`src/design/obdpid_pkg.sv`:
```
// ----------------------------------------------------------------------------
// obdpid_pkg
// Shared constants, formula codes, types and a hex-digit function for the OBD-II PID reply decoder.
// ----------------------------------------------------------------------------
package obdpid_pkg;

    localparam int VALUE_W = 21;

    // characters of the adapter reply
    localparam logic [7:0] PROMPT_CHAR  = 8'h3E;
    localparam logic [7:0] HDR0_CHAR    = 8'h34;
    localparam logic [7:0] HDR1_CHAR    = 8'h31;
    localparam logic [7:0] DIGIT_BASE   = 8'h30;
    localparam logic [7:0] DIGIT_LAST   = 8'h39;
    localparam logic [7:0] LETTER_FIRST = 8'h41;
    localparam logic [7:0] LETTER_LAST  = 8'h46;
    localparam logic [7:0] LETTER_BASE  = 8'h37;

    // scaling constants
    localparam logic [VALUE_W-1:0] TEMP_OFFSET = VALUE_W'(8'h28);
    localparam logic [6:0]         LOAD_MUL    = 7'h64;
    // floor(w/100) = (w * DIV100_MUL) >> DIV100_SHIFT, exact for w < 2**16
    localparam int                 DIV100_SHIFT = 23;
    localparam logic [16:0]        DIV100_MUL   = 17'd83887;

    // formula select codes
    localparam logic [2:0] FORM_RAW  = 3'd0;
    localparam logic [2:0] FORM_TEMP = 3'd1;
    localparam logic [2:0] FORM_LOAD = 3'd2;
    localparam logic [2:0] FORM_RPM  = 3'd3;
    localparam logic [2:0] FORM_DIST = 3'd4;
    localparam logic [2:0] FORM_MAF  = 3'd5;
    localparam logic [2:0] FORM_RAIL = 3'd6;

    // one captured reply, waiting to be scaled
    typedef struct packed {
        logic [7:0] byte_a;
        logic [7:0] byte_b;
        logic       positive;
        logic [2:0] formula;
    } reply_t;

    function automatic logic [3:0] hex_nibble(input logic [7:0] c);
        logic [7:0] d;
        d = 8'h00;
        if (c >= LETTER_FIRST && c <= LETTER_LAST) begin
            d = c - LETTER_BASE;
        end else if (c >= DIGIT_BASE && c <= DIGIT_LAST) begin
            d = c - DIGIT_BASE;
        end
        return d[3:0];
    endfunction

endpackage

```
`src/design/obdpid_scale.sv`:
```
// ----------------------------------------------------------------------------
// obdpid_scale
// Applies the selected PID formula to data bytes A and B of one reply.
// ----------------------------------------------------------------------------
module obdpid_scale
    import obdpid_pkg::*;
(
    input  reply_t                    reply,
    output logic signed [VALUE_W-1:0] value,
    output logic                      status
);

    logic [15:0] word;
    logic [14:0] load_prod;
    logic [15:0] load_sum;
    logic [7:0]  load_q;
    logic [32:0] maf_prod;
    logic [19:0] rail;
    logic [VALUE_W-1:0] result;

    assign word = {reply.byte_a, reply.byte_b};

    // floor(x/255) = (x + 1 + (x >> 8)) >> 8 for x below 65535
    assign load_prod = 15'(reply.byte_a) * 15'(LOAD_MUL);
    assign load_sum  = 16'(load_prod) + 16'd1 + 16'(load_prod >> 8);
    assign load_q    = load_sum[15:8];

    assign maf_prod = 33'(word) * 33'(DIV100_MUL);

    assign rail = (20'(word) << 3) + (20'(word) << 1);

    always_comb begin
        unique case (reply.formula)
            FORM_TEMP: result = VALUE_W'(reply.byte_a) - TEMP_OFFSET;
            FORM_LOAD: result = VALUE_W'(load_q);
            FORM_RPM:  result = VALUE_W'(word[15:2]);
            FORM_DIST: result = VALUE_W'(word);
            FORM_MAF:  result = VALUE_W'(maf_prod[32:DIV100_SHIFT]);
            FORM_RAIL: result = VALUE_W'(rail);
            default:   result = VALUE_W'(reply.byte_a);
        endcase
    end

    assign value  = reply.positive ? signed'(result) : '0;
    assign status = !reply.positive;

endmodule

```
`src/design/obd_pid_response_decoder.sv`:
```
// ----------------------------------------------------------------------------
// obd_pid_response_decoder
// Decodes an OBD-II mode 01 reply, one ASCII byte per transfer, into a value.
// ----------------------------------------------------------------------------
// Throughput: one byte per cycle while s_ready is high; the reply state
//   updates on the accepting edge. The edge that accepts the '>' byte loads
//   the capture register; m_valid rises when the result register loads from it.
// A two-deep path (capture + result) keeps bytes flowing while a result waits.
// Reset (aresetn low, synchronous): position, header flags, data bytes and
//   both valid flags clear.
module obd_pid_response_decoder
    import obdpid_pkg::*;
(
    input  logic                      aclk,
    input  logic                      aresetn,
    input  logic                      s_valid,
    output logic                      s_ready,
    input  logic [7:0]                s_ch,
    input  logic [2:0]                s_formula,
    output logic                      m_valid,
    input  logic                      m_ready,
    output logic signed [VALUE_W-1:0] m_value,
    output logic                      m_status
);

    localparam logic [3:0] POS_HDR0 = 4'd0;
    localparam logic [3:0] POS_HDR1 = 4'd1;
    localparam logic [3:0] POS_AHI  = 4'd4;
    localparam logic [3:0] POS_ALO  = 4'd5;
    localparam logic [3:0] POS_BHI  = 4'd6;
    localparam logic [3:0] POS_BLO  = 4'd7;
    localparam logic [3:0] POS_END  = 4'd8;

    logic [3:0] position_reg, position_next;
    logic [1:0] header_reg, header_next;
    logic [7:0] byte_a_reg, byte_a_next;
    logic [7:0] byte_b_reg, byte_b_next;

    reply_t capt_reg;
    logic   capt_valid_reg;
    logic   out_valid_reg;
    logic signed [VALUE_W-1:0] out_value_reg;
    logic   out_status_reg;

    logic   in_xfer;
    logic   is_prompt;
    logic   out_load;
    logic [3:0] nib;
    logic signed [VALUE_W-1:0] scaled_value;
    logic   scaled_status;

    assign out_load  = !out_valid_reg || m_ready;
    assign s_ready   = !capt_valid_reg || out_load;
    assign in_xfer   = s_valid && s_ready;
    assign is_prompt = (s_ch == PROMPT_CHAR);
    assign nib       = hex_nibble(s_ch);

    always_comb begin
        position_next = position_reg;
        header_next   = header_reg;
        byte_a_next   = byte_a_reg;
        byte_b_next   = byte_b_reg;
        if (in_xfer) begin
            if (is_prompt) begin
                position_next = '0;
                header_next   = '0;
                byte_a_next   = '0;
                byte_b_next   = '0;
            end else begin
                unique case (position_reg)
                    POS_HDR0: if (s_ch == HDR0_CHAR) header_next[0] = 1'b1;
                    POS_HDR1: if (s_ch == HDR1_CHAR) header_next[1] = 1'b1;
                    POS_AHI:  byte_a_next[7:4] = nib;
                    POS_ALO:  byte_a_next[3:0] = nib;
                    POS_BHI:  byte_b_next[7:4] = nib;
                    POS_BLO:  byte_b_next[3:0] = nib;
                    default:  ;
                endcase
                if (position_reg < POS_END) begin
                    position_next = position_reg + 4'd1;
                end
            end
        end
    end

    always_ff @(posedge aclk) begin
        if (!aresetn) begin
            position_reg <= '0;
            header_reg   <= '0;
            byte_a_reg   <= '0;
            byte_b_reg   <= '0;
        end else begin
            position_reg <= position_next;
            header_reg   <= header_next;
            byte_a_reg   <= byte_a_next;
            byte_b_reg   <= byte_b_next;
        end
    end

    // capture the finished reply on the prompt transfer
    always_ff @(posedge aclk) begin
        if (!aresetn) begin
            capt_valid_reg <= 1'b0;
        end else if (in_xfer && is_prompt) begin
            capt_valid_reg <= 1'b1;
        end else if (out_load) begin
            capt_valid_reg <= 1'b0;
        end
    end

    always_ff @(posedge aclk) begin
        if (in_xfer && is_prompt) begin
            capt_reg.byte_a   <= byte_a_reg;
            capt_reg.byte_b   <= byte_b_reg;
            capt_reg.positive <= (header_reg == 2'b11);
            capt_reg.formula  <= s_formula;
        end
    end

    obdpid_scale u_scale (
        .reply  (capt_reg),
        .value  (scaled_value),
        .status (scaled_status)
    );

    always_ff @(posedge aclk) begin
        if (!aresetn) begin
            out_valid_reg <= 1'b0;
        end else if (out_load) begin
            out_valid_reg <= capt_valid_reg;
        end
    end

    always_ff @(posedge aclk) begin
        if (out_load && capt_valid_reg) begin
            out_value_reg  <= scaled_value;
            out_status_reg <= scaled_status;
        end
    end

    assign m_valid  = out_valid_reg;
    assign m_value  = out_value_reg;
    assign m_status = out_status_reg;

`ifndef SYNTHESIS
    a_prompt_captured: assert property (@(posedge aclk) disable iff (!aresetn)
        (in_xfer && is_prompt) |=> capt_valid_reg)
        else $error("prompt transfer not captured");

    a_reply_cleared: assert property (@(posedge aclk) disable iff (!aresetn)
        (in_xfer && is_prompt) |=> (position_reg == '0 && header_reg == '0))
        else $error("reply state not cleared after prompt");

    a_negative_zero: assert property (@(posedge aclk) disable iff (!aresetn)
        (m_valid && m_status) |-> (m_value == '0))
        else $error("non-positive reply carries a value");

    a_stall_blocks: assert property (@(posedge aclk) disable iff (!aresetn)
        (capt_valid_reg && out_valid_reg && !m_ready) |-> !s_ready)
        else $error("input accepted with both stages full");
`endif

endmodule
```
`config.mk`:
```
export PLATFORM = sky130hd
export DESIGN_NAME = obd_pid_response_decoder
export DESIGN_NICKNAME = d
export VERILOG_FILES = /design/src/design/obdpid_pkg.sv /design/src/design/obdpid_scale.sv /design/src/design/obd_pid_response_decoder.sv
export SDC_FILE = /design/constraint.sdc
export NUM_CORES = 1
export LEC_CHECK = 0
export CAP_MARGIN = 40
export CORE_MARGIN = 5
export CORE_UTILIZATION = 37
export DETAILED_ROUTE_END_ITERATION = 10
export DONT_BUFFER_PORTS = 1
export GPL_TIMING_DRIVEN = 1
export PLACE_DENSITY_LB_ADDON = 0.1
export SYNTH_ARGS = -nofsm -noshare
export SYNTH_HDL_FRONTEND = slang
export SYNTH_SLANG_ARGS = --single-unit
```
`constraint.sdc`:
```
create_clock -name aclk -period 8.3 [get_ports aclk]
set_input_delay 0.415 -clock aclk [delete_from_list [all_inputs] [get_ports aclk]]
set_output_delay 0.415 -clock aclk [all_outputs]
set_load 0.03 [all_outputs]
```
==> flow_summary_export.csv, run 1 <==
group,metric,value,unit
yosys,syn_area,9760,um^2
worst_hold_path,worst_hold_path.num_cells,0,
clocking,cts_tree,"yes",
timing,rsz0062_at_grt,"no",
critical_path,crit_path_max_incr_delay,0.71,ns
grt,first_global_vias,7371,
worst_hold_path,hold_path.class,"input port to flop",
critical_path,cp_top_family,"adder cells",
critical_path,crit_arrival,6.61,ns
yosys,ys_warn_count,0,
critical_path,end_kind,"flop",
timing,finalCritPeriodShare,77.8,%
die,io_pins,39,
timing,hold_ws,0.166,ns
critical_path,start_kind,"flop",
placement,gp_congestion,0.891,
layout,post-route-util,39.9,%
critical_path,cp.required,8.45,ns
layout,layout.nets,1314,
critical_path,path_class,"flop to flop",
clocking,post_cts_resized,0,
yosys,ys_types,78,
die,dieHeight,172,um
timing,setup_tns,0,ns
yosys,avgSynthCellArea,9.54,um^2
flow_run,drv_cap,0,
placement,port_buffers,0,
die,rows,59,
clocking,path_clk_slew,0.07,ns
clocking,h-tree-depth,3,
run_status,status,"completed",
layout,diodes,0,
drt,drt_iter0_drc,366,
grt,grt_max_degree,37,
layout,drive_gt1_share,4.21,%
timing,setup_ws,1.84,ns
yosys,synth-async-reset-ratio,0,%
timing,max_freq,155,MHz
yosys,syn_nets,1320,
yosys,syn_inst,1023,
die,start_util,37.5,%
yosys,synth_area_leaders,"ha_1, fa_1, edfxtp_1",
grt,antenna_found_initial,0,
drt,met3_length,1310,um
yosys,ys_ff_latch,66,
clocking,cts_buffers,9,
die,coreArea,26000,um^2
clocking,clock_path_buffers,2,
drt,wl,26500,um
drt,top_layer_used,"met4",
drt,avgRoutedWirePerCell,19.5,um
drt,remaining_drc_errors,0,
yosys,synth.yosys.seq_area_share,17.9,%
clocking,worstSkewPairLatency,0.34,ns
yosys,synth_edf_count,42,
timing,setup-violations-final,0,
power_and_ir_drop,leakage,5.03,nW
power_and_ir_drop,ir_drop,0.100,mV
layout,syn2layout_area_growth,6.37,%
timing,worst_pin_slew,0.835,ns
die,die_area,29700,um^2
critical_path,path_cells,"ha_1, inv_1, fa_1, inv_1, fa_1, inv_1, fa_1, inv_1, fa_1, fa_1, ha_1, a21o_1, a221oi_1, o22ai_1, and3b_1, a31oi_1, a2111oi_0, a41oi_1, a211oi_1",
power_and_ir_drop,power_density,75.0,nW/um^2
grt,grt_pass1_wl,42400,um
drt,vias,7082,
placement,dp_slack,1.85,ns
critical_path,critical_path_buf_inv_count,4,
timing,hold_violations,0,
yosys,ys.flop_type,"edfxtp_1",
drt,wl_met2,11800,um
critical_path,cp_slowest_cell,"edfxtp_1",
critical_path,worst-path-stages,19,
timing,min_period,6.46,ns
critical_path,cp_max_fo,15,
drt,avgViaCountPerCell,5.22,
clocking,root_buffer,"clkbuf_16",
grt,grtUsageTotal,18.6,%
placement,hpwlAfterDp,22500,um
layout,largest_reg_flops,21,
grt,overflow,0,
drt,antenna_left,0,
critical_path,crit_path_frequent_cell,"fa_1",
yosys,synth_top_area_cell,"ha_1",
timing,slew_headroom,44.1,%
clocking,ctsHoldBuffers,0,
timing,slew_viol_final,0,
die,die_w,172,um
timing,finClkSkew,0.0141,ns
critical_path,reg2reg_depth,19,
drt,first_pass_iters,5,
clocking,cts_setup_buffers,0,
clocking,cts_sinks,66,
drt,m1WireLength,13100,um
yosys,yosysTopAreaCellShare,22.8,%
synth_stat cells (5+ instances only):
master and count:
xor2_1 8, inv_1 205, a221oi_1 8, and3_1 8, or2_2 5, dfxtp_1 24
nor2_1 46, fa_1 104, ha_1 178, nand4_1 10, clkbuf_1 12, a21oi_1 53
nor2b_1 12, o22ai_1 7, o21a_1 7, edfxtp_1 42, and2_1 11, a21boi_0 7
nor3_1 11, nand3_1 29, mux2i_1 6, a21o_1 18, a31oi_1 10, o21ai_0 35
o211a_1 8, xnor2_1 20, nand2b_1 6, a211oi_1 7, nand2_1 48
per-layer routing:
metal | track usage (%) | vias to the layer above
li1 | - | 3494
met1 | 28.1 | 3380
met2 | 28.9 | 185
met3 | 2.65 | 23
met4 | 2.60 | 0
met5 | 0 | -
where the power goes:
part | total, mW | leakage [nW] | internal [mW] | switching [mW]
Sequential | 0.349 | 0.584 | 0.347 | 0.00218
Combinational | 0.0383 | 4.29 | 0.0162 | 0.0221
Clock | 0.391 | 0.151 | 0.230 | 0.161
worst register-to-register path, stage by stage, from the launching register on:
cell and delay (ns):
edfxtp_1 0.71, ha_1 0.58, inv_1 0.15, fa_1 0.55
inv_1 0.06, fa_1 0.53, inv_1 0.05, fa_1 0.53
inv_1 0.05, fa_1 0.43, fa_1 0.48, ha_1 0.36
a21o_1 0.18, a221oi_1 0.28, o22ai_1 0.13, and3b_1 0.23
a31oi_1 0.15, a2111oi_0 0.45, a41oi_1 0.08, a211oi_1 0.27
placed cells by master, fill, tap and decap left out, types with 10 or more instances in the layout:
master / n
inv_1: 205
ha_1: 178
fa_1: 104
a21oi_1: 53
nand2_1: 48
nor2_1: 46
edfxtp_1: 42
o21ai_0: 35
nand3_1: 29
dfxtp_1: 24
xnor2_1: 20
a21o_1: 18
nor2b_1: 11
nor3_1: 11
and2_1: 11
nand4_1: 10
a31oi_1: 10
clkbuf_16: 10
worst paths after layout:
kind	from	to	slack (ns)
setup / recovery	capt_reg[17]$_DFFE_PP_	m_value[6]$_SDFFCE_PN0P_	1.84
hold / removal	s_formula[0]	capt_reg[0]$_DFFE_PP_	0.17
setup reg to reg	capt_reg[17]$_DFFE_PP_	m_value[6]$_SDFFCE_PN0P_	1.84
hold reg to reg	byte_b_reg[0]$_SDFFE_PN0P_	capt_reg[4]$_DFFE_PP_	0.43
cell families after synthesis:
family | synth area share, %
AND/OR/NAND/NOR | 10.4
AO/OA/AOI/OAI | 15.1
XOR/XNOR | 2.68
adder cells (fa/ha/maj) | 44.2
multiplexers | 0.616
buffers and inverters | 9.21
flip-flops | 17.9
area by class of cell:
cell class	instances	area, um^2
fill	2630	15600
sequential	66	1740
inverter	206	773
tap	335	419
timing repair buffer	3	22.5
clock buffer	11	264
multi-input combinational	731	7120
clock inverter	5	33.8
through the flow:
stage	cell area [um^2]	cells	total power, mW
2_1_floorplan	9760	1023	0.386
3_3_place_gp	10100	1341	0.394
3_5_place_dp	10100	1341	0.394
4_1_cts	10400	1357	0.781
5_1_grt	10400	1357	0.804
6_report	10400	1357	0.778
Note: power is estimated with default switching activity, not from simulation.
==> run 2, diff against run 1 <==
==> constraint.sdc (replaced) <==
create_clock -name aclk -period 6.8 [get_ports aclk]
set_input_delay 0.34 -clock aclk [delete_from_list [all_inputs] [get_ports aclk]]
set_output_delay 0.34 -clock aclk [all_outputs]
set_load 0.03 [all_outputs]
==> flow_summary_export.csv, run 2 (same netlist as run 1, synthesis figures left out) <==
group,metric,value,unit
drt,drt_iter0_drc,445,
power_and_ir_drop,totalPowerFinal,0.983,mW
worst_hold_path,worst_hold_path.num_cells,0,
drt,remaining_drc_errors,0,
placement,gp_congestion,0.904,
timing,hold_violations,0,
placement,hpwlAfterDp,23200,um
timing,finClkSkew,0.0118,ns
critical_path,cp_top_family,"adder cells",
critical_path,crit_path_max_incr_delay,0.60,ns
drt,first_pass_iters,5,
grt,overflow,0,
timing,setup_ws,0.460,ns
timing,slew_headroom,47.6,%
timing,finalCritPeriodShare,93.2,%
critical_path,critical_path_buf_inv_count,4,
worst_hold_path,hold_path.class,"input port to flop",
layout,drive_gt1_share,5.76,%
clocking,cts_buffers,9,
run_status,status,"completed",
grt,antenna_found_initial,1,
clocking,ctsHoldBuffers,0,
layout,post-route-util,40.7,%
timing,hold_ws,0.0871,ns
die,start_util,37.5,%
flow_run,drv_cap,0,
clocking,cts_tree,"yes",
grt,grtUsageTotal,18.9,%
layout,layout_common_cells,"inv_1, ha_1, fa_1",
layout,layout.nets,1333,
timing,setup-violations-final,0,
critical_path,cp_max_fo,9,
drt,vias,7162,
drt,avgRoutedWirePerCell,19.8,um
clocking,post_cts_resized,0,
die,dieHeight,172,um
timing,rsz0062_at_grt,"no",
power_and_ir_drop,power_density,93.1,nW/um^2
die,die_area,29700,um^2
critical_path,cp_slowest_cell,"edfxtp_1",
placement,dp_slack,0.468,ns
drt,antenna_left,0,
critical_path,path_class,"flop to flop",
layout,final_common_cell,"inv_1",
layout,syn2layout_area_growth,8.29,%
die,coreArea,26000,um^2
critical_path,start_kind,"flop",
critical_path,crit_arrival,6.50,ns
clocking,path_clk_slew,0.06,ns
clocking,cts_sinks,66,
die,rows,59,
clocking,cts_setup_buffers,0,
power_and_ir_drop,leakage,5.13,nW
die,io_pins,39,
critical_path,path_cells,"ha_1, inv_1, fa_1, inv_1, fa_1, inv_1, fa_1, inv_1, fa_1, fa_1, ha_1, a21o_1, a221oi_1, o22ai_1, and3b_1, a31oi_1, a2111oi_0, a41oi_1, a211oi_1",
critical_path,end_kind,"flop",
clocking,h-tree-depth,3,
power_and_ir_drop,ir_drop,0.0787,mV
timing,min_period,6.34,ns
timing,worst_pin_slew,0.785,ns
critical_path,worst-path-stages,19,
critical_path,reg2reg_depth,19,
clocking,clock_path_buffers,2,
clocking,worstSkewPairLatency,0.35,ns
grt,grt_pass1_wl,42500,um
drt,avgViaCountPerCell,5.20,
critical_path,cp.required,6.96,ns
drt,wl,27200,um
timing,slew_viol_final,0,
grt,first_global_vias,7431,
layout,diodes,0,
die,die_w,172,um
timing,setup_tns,0,ns
clocking,root_buffer,"clkbuf_16",
layout,largest_reg_flops,21,
grt,grt_max_degree,37,
critical_path,crit_path_frequent_cell,"fa_1",
timing,max_freq,158,MHz
placement,port_buffers,0,
layout,fillers,2634,
run 2: cell types whose count changed in the layout (fill, tap and decap cells not counted), sizes merged:
cell,change
clkbuf,-1
inv,+1
buf,+19
bufinv,+1
clkinv,-1
run 2: power breakdown:
group,leakage (nW),total (mW),internal [mW],switching (mW)
Combinational,4.39,0.0468,0.0198,0.0270
Clock,0.157,0.511,0.310,0.201
Sequential,0.584,0.426,0.423,0.00265
Total,5.13,0.983,0.753,0.230
run 2: path summary, 6_finish.rpt:
kind                                    from                        to  slack [ns]
hold / removal                  s_formula[2]     capt_reg[2]$_DFFE_PP_        0.09
setup / recovery      capt_reg[19]$_DFFE_PP_  m_value[6]$_SDFFCE_PN0P_        0.46
setup reg to reg      capt_reg[19]$_DFFE_PP_  m_value[6]$_SDFFCE_PN0P_        0.46
hold reg to reg   byte_b_reg[7]$_SDFFE_PN0P_    capt_reg[11]$_DFFE_PP_        0.43
run 2: cell type report:
class	instances	area, um^2	area share, %
Clock buffer	10	250	2.37
Clock inverter	6	68.8	0.651
Inverter	206	773	7.32
Multi-Input combinational cell	731	7120	67.4
Sequential cell	66	1740	16.5
Tap cell	335	419	3.97
Timing Repair Buffer	22	193	1.82
run 2: routing by layer:
metal	global-route usage [%]	share of wire, %
met1	26.3	48
met2	30.5	46
met3	4.05	4.7
met4	3.42	1.5
met5	0	0.040
run 2: through the flow:
| stage | std cells | cell area, um^2 |
|---|---|---|
| 2_1_floorplan | 1023 | 9760 |
| 3_3_place_gp | 1358 | 10200 |
| 3_5_place_dp | 1360 | 10200 |
| 4_1_cts | 1376 | 10600 |
| 5_1_grt | 1376 | 10600 |
| 6_report | 1376 | 10600 |
